File: src/hw/rtl/assert_macros.svh
// Assertion macros shared by the allocator RTL.
// Needs nothing else; define NO_ASSERTIONS to compile all checks out.
`ifndef ASSERT_MACROS_SVH
`define ASSERT_MACROS_SVH
`ifndef NO_ASSERTIONS
// Check with the module's own clk_i and rst_ni.
`define BBA_ASSERT(name, prop) \
  name: assert property (@(posedge clk_i) disable iff (!rst_ni) prop) \
    else $error("allocator assertion failed");
// Check with an explicit clock and active-low reset.
`define BBA_ASSERT_CLK(name, clk, rst_n, prop) \
  name: assert property (@(posedge clk) disable iff (!rst_n) prop) \
    else $error("allocator assertion failed");
`else
`define BBA_ASSERT(name, prop)
`define BBA_ASSERT_CLK(name, clk, rst_n, prop)
`endif
`endif

File: src/hw/rtl/bba_pkg.sv
// Shared types, constants and helper functions of the block allocator.
// No dependencies; every other RTL file of the block imports it.
`timescale 1ns / 1ps

package bba_pkg;

  localparam int unsigned SlotW        = 6;            // block index width
  localparam int unsigned SlotN        = 1 << SlotW;   // largest store size
  localparam int unsigned NumBlocksDef = 64;
  localparam int unsigned ReqW         = 16;
  localparam int unsigned SizeW        = 17;
  localparam int unsigned LogW         = 5;            // log2 of a side, 0 to 16
  localparam int unsigned RunLogW      = 3;
  localparam int unsigned RunW         = 7;
  localparam int unsigned BlkSideW     = 13;
  localparam int unsigned BlkLogW      = 4;
  localparam int unsigned MemSideW     = 17;
  localparam int unsigned AddrW        = 3;
  localparam int unsigned DataW        = 32;
  localparam int unsigned RegSelBit    = 2;

  localparam logic [BlkSideW-1:0] BlockSideRst  = 13'd32;
  localparam logic [MemSideW-1:0] MemorySideRst = 17'd4096;

  typedef enum logic [1:0] {
    ActAllocExact = 2'd0,
    ActAllocAny   = 2'd1,
    ActFree       = 2'd2,
    ActClear      = 2'd3
  } action_e;

  typedef enum logic [1:0] {
    StOk      = 2'd0,
    StNoSpace = 2'd1,
    StTooBig  = 2'd2,
    StMissing = 2'd3
  } status_e;

  typedef enum logic {
    RegBlockSide  = 1'b0,
    RegMemorySide = 1'b1
  } reg_e;

  // Command from the sequencer to the store.
  typedef struct packed {
    logic               scan;      // capture the free-run vector for run_log
    logic               alloc;     // take the first captured run, if any
    logic               free_run;  // release start/len
    logic               wipe;      // release everything
    logic               rd_en;     // read the entry at rd_slot
    logic [SlotW-1:0]   rd_slot;
    logic [RunLogW-1:0] run_log;
    logic [SlotW-1:0]   start;
    logic [RunW-1:0]    len;
  } store_cmd_t;

  // Answer from the store.
  typedef struct packed {
    logic               found;
    logic [SlotW-1:0]   start;
    logic               ent_valid;
    logic [RunLogW-1:0] ent_log;
  } store_rsp_t;

  // Largest power of two not above v, as a log; zero gives zero.
  function automatic logic [BlkLogW-1:0] floor_log2_blk(input logic [BlkSideW-1:0] v);
    logic [BlkLogW-1:0] r;
    r = '0;
    for (int i = 1; i < BlkSideW; i++) begin
      if (v[i]) r = BlkLogW'(i);
    end
    return r;
  endfunction

  // Log of v rounded up to a power of two; zero and one give zero.
  function automatic logic [LogW-1:0] ceil_log2_req(input logic [ReqW-1:0] v);
    logic [ReqW-1:0] m;
    logic [LogW-1:0] r;
    m = v - ReqW'(1);
    r = '0;
    if (v > ReqW'(1)) begin
      for (int i = 0; i < ReqW; i++) begin
        if (m[i]) r = LogW'(i + 1);
      end
    end
    return r;
  endfunction

  // Bits start to start+len-1 set.
  function automatic logic [SlotN-1:0] range_mask(input logic [RunW-1:0] start,
                                                   input logic [RunW-1:0] len);
    logic [SlotN-1:0] m;
    logic [RunW:0]    stop;
    stop = {1'b0, start} + {1'b0, len};
    for (int j = 0; j < SlotN; j++) begin
      m[j] = ((RunW + 1)'(j) >= {1'b0, start}) && ((RunW + 1)'(j) < stop);
    end
    return m;
  endfunction

endpackage

File: src/hw/rtl/bba_regs.sv
// Configuration registers (block side, memory side) behind the APB-style port.
// Depends on bba_pkg.
`timescale 1ns / 1ps

module bba_regs (
  input  logic                                 clk_i,
  input  logic                                 rst_ni,
  input  logic                                 psel,
  input  logic                                 penable,
  input  logic                                 pwrite,
  input  logic [bba_pkg::AddrW-1:0]            paddr,
  input  logic [bba_pkg::DataW-1:0]            pwdata,
  output logic [bba_pkg::DataW-1:0]            prdata,
  output logic                                 pready,
  output logic [bba_pkg::BlkSideW-1:0]         block_side_o,
  output logic [bba_pkg::MemSideW-1:0]         memory_side_o
);
  import bba_pkg::*;

  logic [BlkSideW-1:0] block_side_q, block_side_d;
  logic [MemSideW-1:0] memory_side_q, memory_side_d;
  logic                wr;
  reg_e                sel;

  assign pready = 1'b1;
  assign wr     = psel && penable && pwrite;
  assign sel    = reg_e'(paddr[RegSelBit]);

  always_comb begin
    block_side_d  = block_side_q;
    memory_side_d = memory_side_q;
    prdata        = '0;
    unique case (sel)
      RegBlockSide: begin
        prdata = DataW'(block_side_q);
        if (wr) block_side_d = pwdata[BlkSideW-1:0];
      end
      RegMemorySide: begin
        prdata = DataW'(memory_side_q);
        if (wr) memory_side_d = pwdata[MemSideW-1:0];
      end
      default: prdata = '0;
    endcase
  end

  always_ff @(posedge clk_i or negedge rst_ni) begin
    if (!rst_ni) begin
      block_side_q  <= BlockSideRst;
      memory_side_q <= MemorySideRst;
    end else begin
      block_side_q  <= block_side_d;
      memory_side_q <= memory_side_d;
    end
  end

  assign block_side_o  = block_side_q;
  assign memory_side_o = memory_side_q;

endmodule

File: src/hw/rtl/bba_store.sv
// Allocation store: usage map, entry valid bits, run-size memory and free-run search.
// Depends on bba_pkg and assert_macros.svh.
`timescale 1ns / 1ps
`include "assert_macros.svh"

module bba_store #(
  parameter int unsigned NUM_BLOCKS = bba_pkg::NumBlocksDef
) (
  input  logic                clk_i,
  input  logic                rst_ni,
  input  bba_pkg::store_cmd_t cmd_i,
  output bba_pkg::store_rsp_t rsp_o
);
  import bba_pkg::*;

  localparam int unsigned IdxW = (NUM_BLOCKS > 1) ? $clog2(NUM_BLOCKS) : 1;

  logic [NUM_BLOCKS-1:0] usage_q, usage_d;
  logic [NUM_BLOCKS-1:0] valid_q, valid_d;
  logic [RunLogW-1:0]    log_mem [NUM_BLOCKS];
  logic [RunLogW-1:0]    rd_log_q;
  logic                  rd_valid_q;
  logic [SlotN-1:0]      cand_q;
  logic [SlotN-1:0]      free_w;
  logic [SlotN-1:0]      lvl [SlotW+1];
  logic                  found;
  logic [SlotW-1:0]      grp;
  logic [SlotW-1:0]      start;
  logic                  alloc_hit;
  logic [IdxW-1:0]       wr_idx, fr_idx, rd_idx;
  logic [SlotN-1:0]      set_mask, clr_mask;

  // Level k marks the aligned groups of 2**k blocks that are wholly free.
  // Positions past the store count as used, so partial groups never match.
  always_comb begin
    free_w                 = '0;
    free_w[NUM_BLOCKS-1:0] = ~usage_q;
    lvl[0]                 = free_w;
    for (int k = 1; k <= SlotW; k++) begin
      lvl[k] = '0;
      for (int i = 0; i < (SlotN >> k); i++) begin
        lvl[k][i] = lvl[k-1][2*i] & lvl[k-1][2*i+1];
      end
    end
  end

  // Lowest free group in the captured vector.
  always_comb begin
    found = |cand_q;
    grp   = '0;
    for (int i = SlotN - 1; i >= 0; i--) begin
      if (cand_q[i]) grp = SlotW'(i);
    end
  end

  assign start     = grp << cmd_i.run_log;
  assign alloc_hit = cmd_i.alloc && found;
  assign wr_idx    = start[IdxW-1:0];
  assign fr_idx    = cmd_i.start[IdxW-1:0];
  assign rd_idx    = cmd_i.rd_slot[IdxW-1:0];
  assign set_mask  = range_mask(RunW'(start), RunW'(1) << cmd_i.run_log);
  assign clr_mask  = range_mask(RunW'(cmd_i.start), cmd_i.len);

  always_comb begin
    usage_d = usage_q;
    valid_d = valid_q;
    if (cmd_i.wipe) begin
      usage_d = '0;
      valid_d = '0;
    end else if (alloc_hit) begin
      usage_d         = usage_q | set_mask[NUM_BLOCKS-1:0];
      valid_d[wr_idx] = 1'b1;
    end else if (cmd_i.free_run) begin
      usage_d         = usage_q & ~clr_mask[NUM_BLOCKS-1:0];
      valid_d[fr_idx] = 1'b0;
    end
  end

  always_ff @(posedge clk_i or negedge rst_ni) begin
    if (!rst_ni) begin
      usage_q <= '0;
      valid_q <= '0;
    end else begin
      usage_q <= usage_d;
      valid_q <= valid_d;
    end
  end

  // Run-size memory with a registered read; the entry's valid bit is read with it.
  always_ff @(posedge clk_i) begin
    if (alloc_hit) log_mem[wr_idx] <= cmd_i.run_log;
    if (cmd_i.rd_en) begin
      rd_log_q   <= log_mem[rd_idx];
      rd_valid_q <= valid_q[rd_idx];
    end
    if (cmd_i.scan) cand_q <= lvl[cmd_i.run_log];
  end

  assign rsp_o.found     = found;
  assign rsp_o.start     = start;
  assign rsp_o.ent_valid = rd_valid_q;
  assign rsp_o.ent_log   = rd_log_q;

  `BBA_ASSERT(a_alloc_marks, alloc_hit |=> (usage_q[$past(wr_idx)] && valid_q[$past(wr_idx)]))
  `BBA_ASSERT(a_wipe_clears, cmd_i.wipe |=> ((usage_q == '0) && (valid_q == '0)))
  `BBA_ASSERT(a_free_drops, (cmd_i.free_run && !cmd_i.wipe) |=> !valid_q[$past(fr_idx)])

endmodule

File: src/hw/rtl/bba_ctrl.sv
// Request sequencer: size rounding, allocation tries with halving, free and clear,
// and the output register. Depends on bba_pkg and assert_macros.svh.
`timescale 1ns / 1ps
`include "assert_macros.svh"

module bba_ctrl #(
  parameter int unsigned NUM_BLOCKS = bba_pkg::NumBlocksDef
) (
  input  logic                          clk_i,
  input  logic                          rst_ni,
  input  logic                          in_valid_i,
  output logic                          in_stall_o,
  input  logic [1:0]                    action_i,
  input  logic [bba_pkg::ReqW-1:0]      req_width_i,
  input  logic [bba_pkg::ReqW-1:0]      req_height_i,
  input  logic [bba_pkg::SlotW-1:0]     slot_to_free_i,
  input  logic [bba_pkg::BlkSideW-1:0]  block_side_i,
  input  logic [bba_pkg::MemSideW-1:0]  memory_side_i,
  output bba_pkg::store_cmd_t           cmd_o,
  input  bba_pkg::store_rsp_t           rsp_i,
  output logic                          out_valid_o,
  input  logic                          out_stall_i,
  output logic [1:0]                    status_o,
  output logic [bba_pkg::SlotW-1:0]     slot_index_o,
  output logic [bba_pkg::RunW-1:0]      run_blocks_o,
  output logic [bba_pkg::SizeW-1:0]     granted_width_o,
  output logic [bba_pkg::SizeW-1:0]     granted_height_o
);
  import bba_pkg::*;

  localparam logic [2:0] SIdle  = 3'd0;
  localparam logic [2:0] STry   = 3'd1;
  localparam logic [2:0] SPick  = 3'd2;
  localparam logic [2:0] SFree  = 3'd3;
  localparam logic [2:0] SClear = 3'd4;
  localparam logic [2:0] SEmit  = 3'd5;

  logic [2:0]         state_q, state_d;
  action_e            act_q, act_d;
  logic [LogW-1:0]    lw_q, lw_d, lh_q, lh_d;
  logic [RunLogW-1:0] lrun_q, lrun_d;
  logic [SlotW-1:0]   slot_q, slot_d;
  logic               all_big_q, all_big_d;

  status_e            res_status_q, res_status_d;
  logic [SlotW-1:0]   res_slot_q, res_slot_d;
  logic [RunW-1:0]    res_run_q, res_run_d;
  logic [SizeW-1:0]   res_gw_q, res_gw_d, res_gh_q, res_gh_d;

  logic               out_valid_q, out_valid_d;
  status_e            out_status_q;
  logic [SlotW-1:0]   out_slot_q;
  logic [RunW-1:0]    out_run_q;
  logic [SizeW-1:0]   out_gw_q, out_gh_q;

  logic               accept, load;
  action_e            act_in;
  logic [LogW-1:0]    bl5, lw_in, lh_in, lbig, lrun_full;
  logic [SizeW-1:0]   gw, gh;
  logic               too_big, run_over, last_try, try_fail, try_big;
  logic [RunW:0]      run8;
  logic [RunW-1:0]    rem, run_free;

  assign act_in = action_e'(action_i);
  assign accept = in_valid_i && (state_q == SIdle);
  assign bl5    = LogW'(floor_log2_blk(block_side_i));

  // Any-size requests start no smaller than one block.
  always_comb begin
    lw_in = ceil_log2_req(req_width_i);
    lh_in = ceil_log2_req(req_height_i);
    if (act_in == ActAllocAny) begin
      if (lw_in < bl5) lw_in = bl5;
      if (lh_in < bl5) lh_in = bl5;
    end
  end

  assign gw        = SizeW'(1) << lw_q;
  assign gh        = SizeW'(1) << lh_q;
  assign too_big   = (gw >= memory_side_i) || (gh >= memory_side_i);
  assign lbig      = (lw_q > lh_q) ? lw_q : lh_q;
  assign lrun_full = (lbig > bl5) ? (lbig - bl5) : '0;
  assign run_over  = ((SizeW + 1)'(1) << lrun_full) > (SizeW + 1)'(NUM_BLOCKS);
  assign last_try  = (act_q == ActAllocExact) || (lw_q == bl5) || (lh_q == bl5);
  assign try_fail  = ((state_q == STry) && (too_big || run_over)) ||
                     ((state_q == SPick) && !rsp_i.found);
  assign try_big   = (state_q == STry) && too_big;

  // Free: recorded run length, trimmed to the end of the store.
  assign run8     = (RunW + 1)'(1) << rsp_i.ent_log;
  assign rem      = RunW'(NUM_BLOCKS) - RunW'(slot_q);
  assign run_free = (run8 > {1'b0, rem}) ? rem : run8[RunW-1:0];

  assign load = (state_q == SEmit) && (!out_valid_q || !out_stall_i);

  always_comb begin
    state_d      = state_q;
    act_d        = act_q;
    lw_d         = lw_q;
    lh_d         = lh_q;
    lrun_d       = lrun_q;
    slot_d       = slot_q;
    all_big_d    = all_big_q;
    res_status_d = res_status_q;
    res_slot_d   = res_slot_q;
    res_run_d    = res_run_q;
    res_gw_d     = res_gw_q;
    res_gh_d     = res_gh_q;
    cmd_o        = '0;
    cmd_o.run_log = lrun_q;
    cmd_o.start   = slot_q;

    unique case (state_q)
      SIdle: begin
        if (accept) begin
          act_d         = act_in;
          lw_d          = lw_in;
          lh_d          = lh_in;
          slot_d        = slot_to_free_i;
          all_big_d     = 1'b1;
          cmd_o.rd_en   = 1'b1;
          cmd_o.rd_slot = slot_to_free_i;
          unique case (act_in) inside
            ActAllocExact, ActAllocAny: state_d = STry;
            ActFree:                    state_d = SFree;
            ActClear:                   state_d = SClear;
            default:                    state_d = SIdle;
          endcase
        end
      end
      STry: begin
        lrun_d = lrun_full[RunLogW-1:0];
        if (!too_big && !run_over) begin
          cmd_o.scan    = 1'b1;
          cmd_o.run_log = lrun_full[RunLogW-1:0];
          state_d       = SPick;
        end
      end
      SPick: begin
        cmd_o.alloc = 1'b1;
        if (rsp_i.found) begin
          res_status_d = StOk;
          res_slot_d   = rsp_i.start;
          res_run_d    = RunW'(1) << lrun_q;
          res_gw_d     = gw;
          res_gh_d     = gh;
          state_d      = SEmit;
        end
      end
      SFree: begin
        res_gw_d = '0;
        res_gh_d = '0;
        if ((RunW'(slot_q) >= RunW'(NUM_BLOCKS)) || !rsp_i.ent_valid) begin
          res_status_d = StMissing;
          res_slot_d   = '0;
          res_run_d    = '0;
        end else begin
          cmd_o.free_run = 1'b1;
          cmd_o.len      = run_free;
          res_status_d   = StOk;
          res_slot_d     = slot_q;
          res_run_d      = run_free;
        end
        state_d = SEmit;
      end
      SClear: begin
        cmd_o.wipe   = 1'b1;
        res_status_d = StOk;
        res_slot_d   = '0;
        res_run_d    = '0;
        res_gw_d     = '0;
        res_gh_d     = '0;
        state_d      = SEmit;
      end
      SEmit: begin
        if (load) state_d = SIdle;
      end
      default: state_d = SIdle;
    endcase

    // A failed try either ends the request or retries with both sides halved.
    if (try_fail) begin
      if (last_try) begin
        res_status_d = (all_big_q && try_big) ? StTooBig : StNoSpace;
        res_slot_d   = '0;
        res_run_d    = '0;
        res_gw_d     = '0;
        res_gh_d     = '0;
        state_d      = SEmit;
      end else begin
        all_big_d = all_big_q && try_big;
        lw_d      = lw_q - LogW'(1);
        lh_d      = lh_q - LogW'(1);
        state_d   = STry;
      end
    end
  end

  assign out_valid_d = load || (out_valid_q && out_stall_i);

  always_ff @(posedge clk_i or negedge rst_ni) begin
    if (!rst_ni) begin
      state_q     <= SIdle;
      out_valid_q <= 1'b0;
    end else begin
      state_q     <= state_d;
      out_valid_q <= out_valid_d;
    end
  end

  always_ff @(posedge clk_i) begin
    act_q        <= act_d;
    lw_q         <= lw_d;
    lh_q         <= lh_d;
    lrun_q       <= lrun_d;
    slot_q       <= slot_d;
    all_big_q    <= all_big_d;
    res_status_q <= res_status_d;
    res_slot_q   <= res_slot_d;
    res_run_q    <= res_run_d;
    res_gw_q     <= res_gw_d;
    res_gh_q     <= res_gh_d;
    if (load) begin
      out_status_q <= res_status_q;
      out_slot_q   <= res_slot_q;
      out_run_q    <= res_run_q;
      out_gw_q     <= res_gw_q;
      out_gh_q     <= res_gh_q;
    end
  end

  assign in_stall_o       = (state_q != SIdle);
  assign out_valid_o      = out_valid_q;
  assign status_o         = out_status_q;
  assign slot_index_o     = out_slot_q;
  assign run_blocks_o     = out_run_q;
  assign granted_width_o  = out_gw_q;
  assign granted_height_o = out_gh_q;

  `BBA_ASSERT(a_pick_after_try, (state_q == SPick) |-> ($past(state_q) == STry))
  `BBA_ASSERT(a_grant_aligned, (out_valid_q && (out_status_q == StOk) && (out_run_q != '0)) |-> ((out_slot_q & (out_run_q[SlotW-1:0] - SlotW'(1))) == '0))
  `BBA_ASSERT(a_grant_pow2, (out_valid_q && (out_gw_q != '0)) |-> ($onehot(out_gw_q) && $onehot(out_gh_q)))

endmodule

File: src/hw/rtl/aligned_block_bitmap_allocator_top.sv
// Top level of the aligned block bitmap allocator.
// Depends on bba_pkg, bba_regs, bba_store and bba_ctrl.
`timescale 1ns / 1ps

// Usage:
// Requests enter on in_valid_i/in_stall_o; one transfer carries action_i, req_width_i,
// req_height_i and slot_to_free_i. Every request gives exactly one result transfer on
// out_valid_o/out_stall_i with status_o, slot_index_o, run_blocks_o and the granted
// power-of-two sides. One request is worked on at a time; in_stall_o is high while it is.
// A clear or a free passes through its own state and then the emit state; a free uses
// the registered read of the run-size memory issued when the request is taken. An exact
// allocation passes through the try and pick states, or goes from try straight to emit
// when it is too big or needs more blocks than the store holds. An any-size allocation
// repeats try, and pick for each size that is scanned, halving both sides after each
// failed size. A scan captures the free-run vector of the usage map and then takes the
// lowest free aligned run. The next request is taken in the cycle after a result is
// loaded. The result sits in an output register, so a new request is taken while a
// result waits; a stalled receiver holds the result and then, once the sequencer
// finishes the next request, the input side as well. Reset marks every block free,
// drops all allocations and loads the default block side (32) and memory side (4096).
// The configuration port must be written only when idle; the block does not enforce it.
module aligned_block_bitmap_allocator_top #(
  parameter int unsigned NUM_BLOCKS = bba_pkg::NumBlocksDef
) (
  input  logic                          clk_i,
  input  logic                          rst_ni,
  input  logic                          in_valid_i,
  output logic                          in_stall_o,
  input  logic [1:0]                    action_i,
  input  logic [bba_pkg::ReqW-1:0]      req_width_i,
  input  logic [bba_pkg::ReqW-1:0]      req_height_i,
  input  logic [bba_pkg::SlotW-1:0]     slot_to_free_i,
  output logic                          out_valid_o,
  input  logic                          out_stall_i,
  output logic [1:0]                    status_o,
  output logic [bba_pkg::SlotW-1:0]     slot_index_o,
  output logic [bba_pkg::RunW-1:0]      run_blocks_o,
  output logic [bba_pkg::SizeW-1:0]     granted_width_o,
  output logic [bba_pkg::SizeW-1:0]     granted_height_o,
  input  logic                          psel,
  input  logic                          penable,
  input  logic                          pwrite,
  input  logic [bba_pkg::AddrW-1:0]     paddr,
  input  logic [bba_pkg::DataW-1:0]     pwdata,
  output logic [bba_pkg::DataW-1:0]     prdata,
  output logic                          pready
);
  import bba_pkg::*;

  logic [BlkSideW-1:0] block_side;
  logic [MemSideW-1:0] memory_side;
  store_cmd_t          cmd;
  store_rsp_t          rsp;

  bba_regs u_regs (
    .clk_i         (clk_i),
    .rst_ni        (rst_ni),
    .psel          (psel),
    .penable       (penable),
    .pwrite        (pwrite),
    .paddr         (paddr),
    .pwdata        (pwdata),
    .prdata        (prdata),
    .pready        (pready),
    .block_side_o  (block_side),
    .memory_side_o (memory_side)
  );

  bba_store #(
    .NUM_BLOCKS (NUM_BLOCKS)
  ) u_store (
    .clk_i  (clk_i),
    .rst_ni (rst_ni),
    .cmd_i  (cmd),
    .rsp_o  (rsp)
  );

  bba_ctrl #(
    .NUM_BLOCKS (NUM_BLOCKS)
  ) u_ctrl (
    .clk_i            (clk_i),
    .rst_ni           (rst_ni),
    .in_valid_i       (in_valid_i),
    .in_stall_o       (in_stall_o),
    .action_i         (action_i),
    .req_width_i      (req_width_i),
    .req_height_i     (req_height_i),
    .slot_to_free_i   (slot_to_free_i),
    .block_side_i     (block_side),
    .memory_side_i    (memory_side),
    .cmd_o            (cmd),
    .rsp_i            (rsp),
    .out_valid_o      (out_valid_o),
    .out_stall_i      (out_stall_i),
    .status_o         (status_o),
    .slot_index_o     (slot_index_o),
    .run_blocks_o     (run_blocks_o),
    .granted_width_o  (granted_width_o),
    .granted_height_o (granted_height_o)
  );

endmodule

File: config.mk
export PLATFORM = sky130hd
export DESIGN_NAME = aligned_block_bitmap_allocator_top
export DESIGN_NICKNAME = d
export VERILOG_FILES = /design/src/hw/rtl/bba_pkg.sv /design/src/hw/rtl/bba_regs.sv /design/src/hw/rtl/bba_store.sv /design/src/hw/rtl/bba_ctrl.sv /design/src/hw/rtl/aligned_block_bitmap_allocator_top.sv
export VERILOG_INCLUDE_DIRS = /design/src /design/src/hw/rtl
export SDC_FILE = /design/constraint.sdc
export NUM_CORES = 1
export LEC_CHECK = 0
export ABC_AREA = 1
export BUFFER_PORTS_ARGS = -buffer_cell sky130_fd_sc_hd__buf_4
export CORE_MARGIN = 2
export CORE_UTILIZATION = 49
export DETAILED_ROUTE_END_ITERATION = 10
export PLACE_DENSITY = 0.66
export SLEW_MARGIN = 20
export SYNTH_ARGS = -nofsm -noshare
export SYNTH_HDL_FRONTEND = slang
export SYNTH_SLANG_ARGS = --single-unit
File: constraint.sdc
create_clock -name clk_i -period 11.5 [get_ports clk_i]
set_clock_uncertainty 0.05 [all_clocks]
set_input_delay 1.15 -clock clk_i [delete_from_list [all_inputs] [get_ports clk_i]]
set_output_delay 1.15 -clock clk_i [all_outputs]
set_load 0.01 [all_outputs]
Word level (Yosys, flattened, before mapping)
Memory sizes are Yosys's and may differ from the RTL's. A register that Yosys moved wholly into a read port is not among the register bits.
Cells that the tools add are included.

storage, ports and cells
  output and inout bits = 84
  input port bits = 82
  bits in registers = 347
  memories = 1
  bits in writable memories = 192

memories
  memory           words  bits a word  read ports  clocked after Yosys merged registers in  write ports  RTL line         source
  u_store.log_mem  64     3            1           1                                        1            bba_store.sv:20  logic [RunLogW-1:0] log_mem [NUM_BLOCKS];

cells by class
  bitwise gates (word level) = 72
  shift operators = 7
  $lt $le $gt $ge = 270
  $add $sub $neg = 8
  mux-type cells = 190
  eq/ne operators = 14
  reductions and logical operators = 163

operator list
  cell                  number
  $lt A6 B8 Y1 const A  64
  $mux W64              8
  $mux W6               68
  $ge A6 B6 Y1 const A  62
  $lt A5 B8 Y1 const A  32
  $bmux W64 S3          1
  $ge A5 B6 Y1 const A  32
  $not A64 Y64          3
  $logic_and A1 B1 Y1   139
  $and A64 B64 Y64      2
  $lt A4 B8 Y1 const A  16
  $or A64 B64 Y64       2
  $mux W4               26
  $mux W17              6
  $ge A4 B6 Y1 const A  16
  $mux W5               18
  $pmux W17 S2          2
  $lt A3 B8 Y1 const A  8
  $pmux W32 S2          1
  $reduce_or A64 Y1     1
  $and A1 B1 Y1         63
  $mux W7               8
  $ge A3 B6 Y1 const A  8
  $mux W3               16
  51 further kinds      122

Logic depth before layout (Yosys ltp)
  depth in word-level cells = 72
  depth in mapped cells = 87
  depth with buffers taken out = 87

Modules after synthesis
A second synthesis with hierarchy kept.

second synthesis, totals
  cells, all modules = 3934
  area, all modules = 31386.4 um2

by module, submodules not included
  module     times used  area each (um2)  cells an instance
  bba_store  1           21555.7          2639
  bba_ctrl   1           8271.7           1093
  bba_regs   1           1559.0           202

Worst setup path after synthesis
OpenSTA, ideal clock, no wires.

  path type = register -> register
  start point = reg u_ctrl.lh_q[2]
  end point = reg u_store.usage_q[15]
  path slack = 1.881 ns
  arrival = 9.438 ns
  stages on the path, launching flop included = 44
  library setup time = 0.131 ns
  data required time = 11.319 ns
  buffers on the path = 4
  path through = dfxtp_1 clkbuf_1 clkinv_1 ha_1 nand2_1 nor2_1 nand2_1 o211ai_1 nand2_1 nand2_1 o21ai_0 ha_1 a21oi_1 o21ai_0 nand2_1 a21oi_1 nor2_1 inv_1 [... 8 more ...] nor2_1 ha_1 a21oi_1 and2_1 or2_2 nand2_1 a21oi_1 nand2_1 a31oi_1 nand2_1 nor2_2 inv_1 nor2_1 buf_4 buf_2 o21ai_0 nand2_1 o21ai_0

RTL lines
  what                      RTL line         source
  start: declaration        bba_ctrl.sv:40   logic [LogW-1:0] lw_q, lw_d, lh_q, lh_d;
  start signal: assignment  bba_ctrl.sv:214  lh_q <= lh_d;
  end signal: assignment    bba_store.sv:84  usage_q <= usage_d;
  end: declaration          bba_store.sv:18  logic [NUM_BLOCKS-1:0] usage_q, usage_d;

Final worst setup path
  start point = reg u_ctrl.lh_q[2]
  end point = reg u_store.usage_q[3]

between the ends
  cells in the longest elaborated chain, start to end = 17
  elaborated cells between the ends (all ways) = 24

ends and longest elaborated chain
  what                                            RTL line                          source
  $gt A5 B5 Y1                                    bba_ctrl.sv:81                    assign lbig = (lw_q > lh_q) ? lw_q : lh_q;
  $mux W5                                         bba_ctrl.sv:81
  $sub A5 B4 Y5 or $gt A5 B4 Y1 (tied branches)   bba_ctrl.sv:82                    assign lrun_full = (lbig > bl5) ? (lbig - bl5) : '0;
  $mux W5                                         bba_ctrl.sv:82
  $shl A1 B5 Y18                                  bba_ctrl.sv:83                    assign run_over = ((SizeW + 1)'(1) << lrun_full) > (SizeW + 1)'(NUM_BLOCKS);
  $gt A18 B7 Y1                                   bba_ctrl.sv:83
  $logic_not A1 Y1                                bba_ctrl.sv:133                   if (!too_big && !run_over) begin
  $logic_and A1 B1 Y1                             bba_ctrl.sv:133
  $mux W3 (*)                                     bba_ctrl.sv:133
  $mux W3 (*)                                     bba_ctrl.sv:113                   unique case (state_q)
  $shl A6 B3 Y6 or $shl A1 B3 Y7 (tied branches)  bba_store.sv:56, bba_store.sv:61
  $add A6 B7 Y8                                   bba_pkg.sv:94                     stop = {1'b0, start} + {1'b0, len};
  $lt A2 B8 Y1                                    bba_pkg.sv:96                     m[j] = ((RunW + 1)'(j) >= {1'b0, start}) && ((RunW + 1)'(j) < stop);
  $logic_and A1 B1 Y1 (*)                         bba_pkg.sv:96
  $or A64 B64 Y64 (*)                             bba_store.sv:71                   usage_d = usage_q | set_mask[NUM_BLOCKS-1:0];
  $mux W64 (*)                                    bba_store.sv:70                   end else if (alloc_hit) begin
  $mux W64 (*)                                    bba_store.sv:67                   if (cmd_i.wipe) begin

Every way passes the cells marked *; elsewhere a longest branch is shown, timed or not.
A chain may end at the register's enable or synchronous reset.

==> flow_summary.yaml <==
clock_tree:
  cts_tree: "done"
  clk_latency_ns: 0.67
  path_clk_slew_ns: 0.06
  cts_sinks: 542
  post_cts_resized: 0
  cts_htree_levels: 2
  clockBufferDepth: 3
  cts_setup_buffers: 0
  cts_root_buffer: "clkbuf_16"
  hold_buffers: 0
  cts_inserted_buffers: 59
route:
  firstDrtPassIters: 6
  drtIter0Drc: 3226
  drc_errors: 0
  viasPerCell: 5.869
  wirelength_um: 106400
  num_vias: 27925
  wl_per_cell_um: 22.36
  drtAntennaViolNets: 0
floorplan:
  fp-row-count: 92
  die_area_sq_mm: 0.06537
  dieHeight_um: 255.7
  initial_core_util_pct: 49.39
  die_x_um: 255.7
  io_pins: 166
  fp.coreArea_sq_mm: 0.06285
placement:
  globalplace.congestion: 1.036
  io_buffers: 132
  dpl.hpwl_um: 75370
timing:
  hold_viol: 0
  tns_ns: 0
  period_share_pct: 83.77
  finalCriticalPeriod_ns: 9.634
  slew_violations: 0
  rsz0062_at_grt: "false"
  finalSetupViolCount: 0
  max_freq_ghz: 0.1038
  slew-limit-headroom_pct: 24.54
  tightest_slew_ns: 1.120
yosys:
  yosys.area.top_type_share_pct: 30.96
  synth_ff_type: "edfxtp_1"
  synth_edf_count: 320
  synth.avg_cell_area_sq_um: 8.183
  yosysMostFrequentCell: "nand2_1"
  yosys-top-cells-count: "nand2_1, nor2_1, inv_1, o21ai_0, edfxtp_1"
  seq_area_frac_synth_pct: 47.90
  synth_area_leader_cell: "edfxtp_1"
  synth_area_leaders: "edfxtp_1, dfrtp_1, nand2_1"
  yosysWarningCount: 0
  synthArstFlopShare_pct: 29.89
  netlist_instances: 3793
  ys_seq_elements: 542
  synth_area_sq_mm: 0.03104
  synth_cell_type_count: 68
critical_path:
  critical_path_class: "register to register"
  path_common_cell: "nand2_1"
  cp.arrival_ns: 10.11
  cp_max_fo: 79
  worstSetupStartpointType: "register"
  slowest_stage: "buf_4"
  max_stage_delay_ns: 0.66
  end_kind: "register"
  cp.required_ns: 11.98
final_layout:
  final_util_pct: 55.19
  drive_gt1_share_pct: 8.924
  finalNetCount: 4033
  area_delta_synth_final_pct: 11.75
global_routing:
  grt_antenna_before_repair: 2
  grt_pass1_wl_um: 159600
  grt_pass1_vias: 26053
  grt_max_degree: 80
  grt_usage_pct: 31.69
  gr-total-overflow: 0
min_path:
  hold_path_class: "register to register"
outcome:
  status: "complete, no violations"
run:
  drv_cap: 0
## flip-flops by register name, summed over array words and instances (netlist names), 5 cells and up
name / flops
u_ctrl.granted_height_o: 17
u_ctrl.granted_width_o: 17
u_ctrl.lh_q: 5
u_ctrl.lw_q: 5
u_ctrl.res_gh_q: 17
u_ctrl.res_gw_q: 17
u_ctrl.res_run_q: 7
u_ctrl.res_slot_q: 6
u_ctrl.run_blocks_o: 7
u_ctrl.slot_index_o: 6
u_ctrl.slot_q: 6
u_regs.block_side_o: 13
u_regs.memory_side_o: 17
u_store.cand_q: 64
u_store.log_mem: 192
u_store.usage_q: 64
u_store.valid_q: 64
## logic make-up (layout without fill, tap and decap cells)
kind of cell | Yosys count | in the layout | share of synthesized area (%)
AND/OR/NAND/NOR | 1504 | 1504 | 19.86
AO/OA/AOI/OAI | 1004 | 1004 | 19.59
buffers and inverters | 612 | 716 | 7.824
flip-flops | 542 | 542 | 47.90
adder cells (fa/ha/maj) | 90 | 90 | 3.700
XOR/XNOR | 38 | 38 | 1.072
other | 2 | 17 | 0.02419
multiplexers | 1 | 1 | 0.03225
## critical path, delay by kind of cell (launching register included)
| kind | cells | cell delay [ns] |
|---|---|---|
| buf+inv | 11 | 2.52 |
| fa+ha+maj | 4 | 1.20 |
| simple gates | 23 | 3.09 |
| compound gates | 11 | 2.12 |
| flops | 1 | 0.56 |
## layout make-up
cell class              count  area (sq um)
flip-flops and latches    542         14870
clock inverters            36         414.1
inverters                 437          1643
clock buffers              75          1587
repair buffers            168          1265
fillers                  6020         28160
multi-input cells        2653         13850
diodes                      1         2.502
well taps                 846          1059
## per-layer routing
| metal | global-route usage, % | vias to the layer above | part of all wire, % |
|---|---|---|---|
| met4 | 15.06 | 0 | 5.0 |
| met2 | 49.08 | 1306 | 45 |
| met3 | 5.387 | 264 | 8.9 |
| li1 | - | 13117 | - |
| met1 | 43.44 | 13238 | 41 |
| met5 | 0 | - | 0 |
## through the flow
| stage | instances | hold slack, ns | area (sq um) | worst slack (ns) |
|---|---|---|---|---|
| detailed placement | 4646 | 0.3657 | 32690 | 1.945 |
| finish | 4758 | 0.3314 | 34690 | 1.866 |
| global placement | 4646 | 0.3667 | 32690 | 2.163 |
| global route | 4758 | 0.3481 | 34690 | 0.7861 |
| floorplan | 3807 | 0.3586 | 31090 | 1.881 |
| CTS | 4757 | 0.3383 | 34690 | 1.932 |
## placed cells by master (no fill, tap or decap), types with 39 or more instances in the layout
| cell | synthesis | final |
|---|---|---|
| edfxtp_1 | 320 | 320 |
| a21oi_1 | 203 | 202 |
| a221oi_1 | 47 | 47 |
| a211oi_1 | 47 | 47 |
| a22oi_1 | 40 | 40 |
| o21ai_0 | 355 | 354 |
| nor3_1 | 39 | 39 |
| o22ai_1 | 57 | 57 |
| buf_4 | 20 | 167 |
| clkbuf_16 | 0 | 59 |
| dfxtp_1 | 60 | 60 |
| nand2_1 | 811 | 808 |
| nor2_1 | 467 | 464 |
| nand3_1 | 95 | 95 |
| o21ai_1 | 51 | 51 |
| dfrtp_1 | 160 | 160 |
| ha_1 | 87 | 87 |
| inv_1 | 411 | 407 |
## path summary, 6_finish.rpt
kind / cells after the start / startpoint / slack, ns / end
max: 49 / u_ctrl.lh_q[2] / 1.87 / u_store.usage_q[3]
min: 0 / u_ctrl.res_gh_q[9] / 0.33 / u_ctrl.granted_height_o[9]
max reg2reg: 49 / u_ctrl.lh_q[2] / 1.87 / u_store.usage_q[3]
min reg2reg: 0 / u_ctrl.res_gh_q[9] / 0.33 / u_ctrl.granted_height_o[9]
max in group asynchronous: 2 / rst_ni / 9.70 / u_store.valid_q[16]
min in group asynchronous: 1 / rst_ni / 0.38 / u_store.valid_q[15]
Power is left out: the tool's default activity adds up to more than one toggle a clock period on the data nets, which glitch-free logic cannot reach.
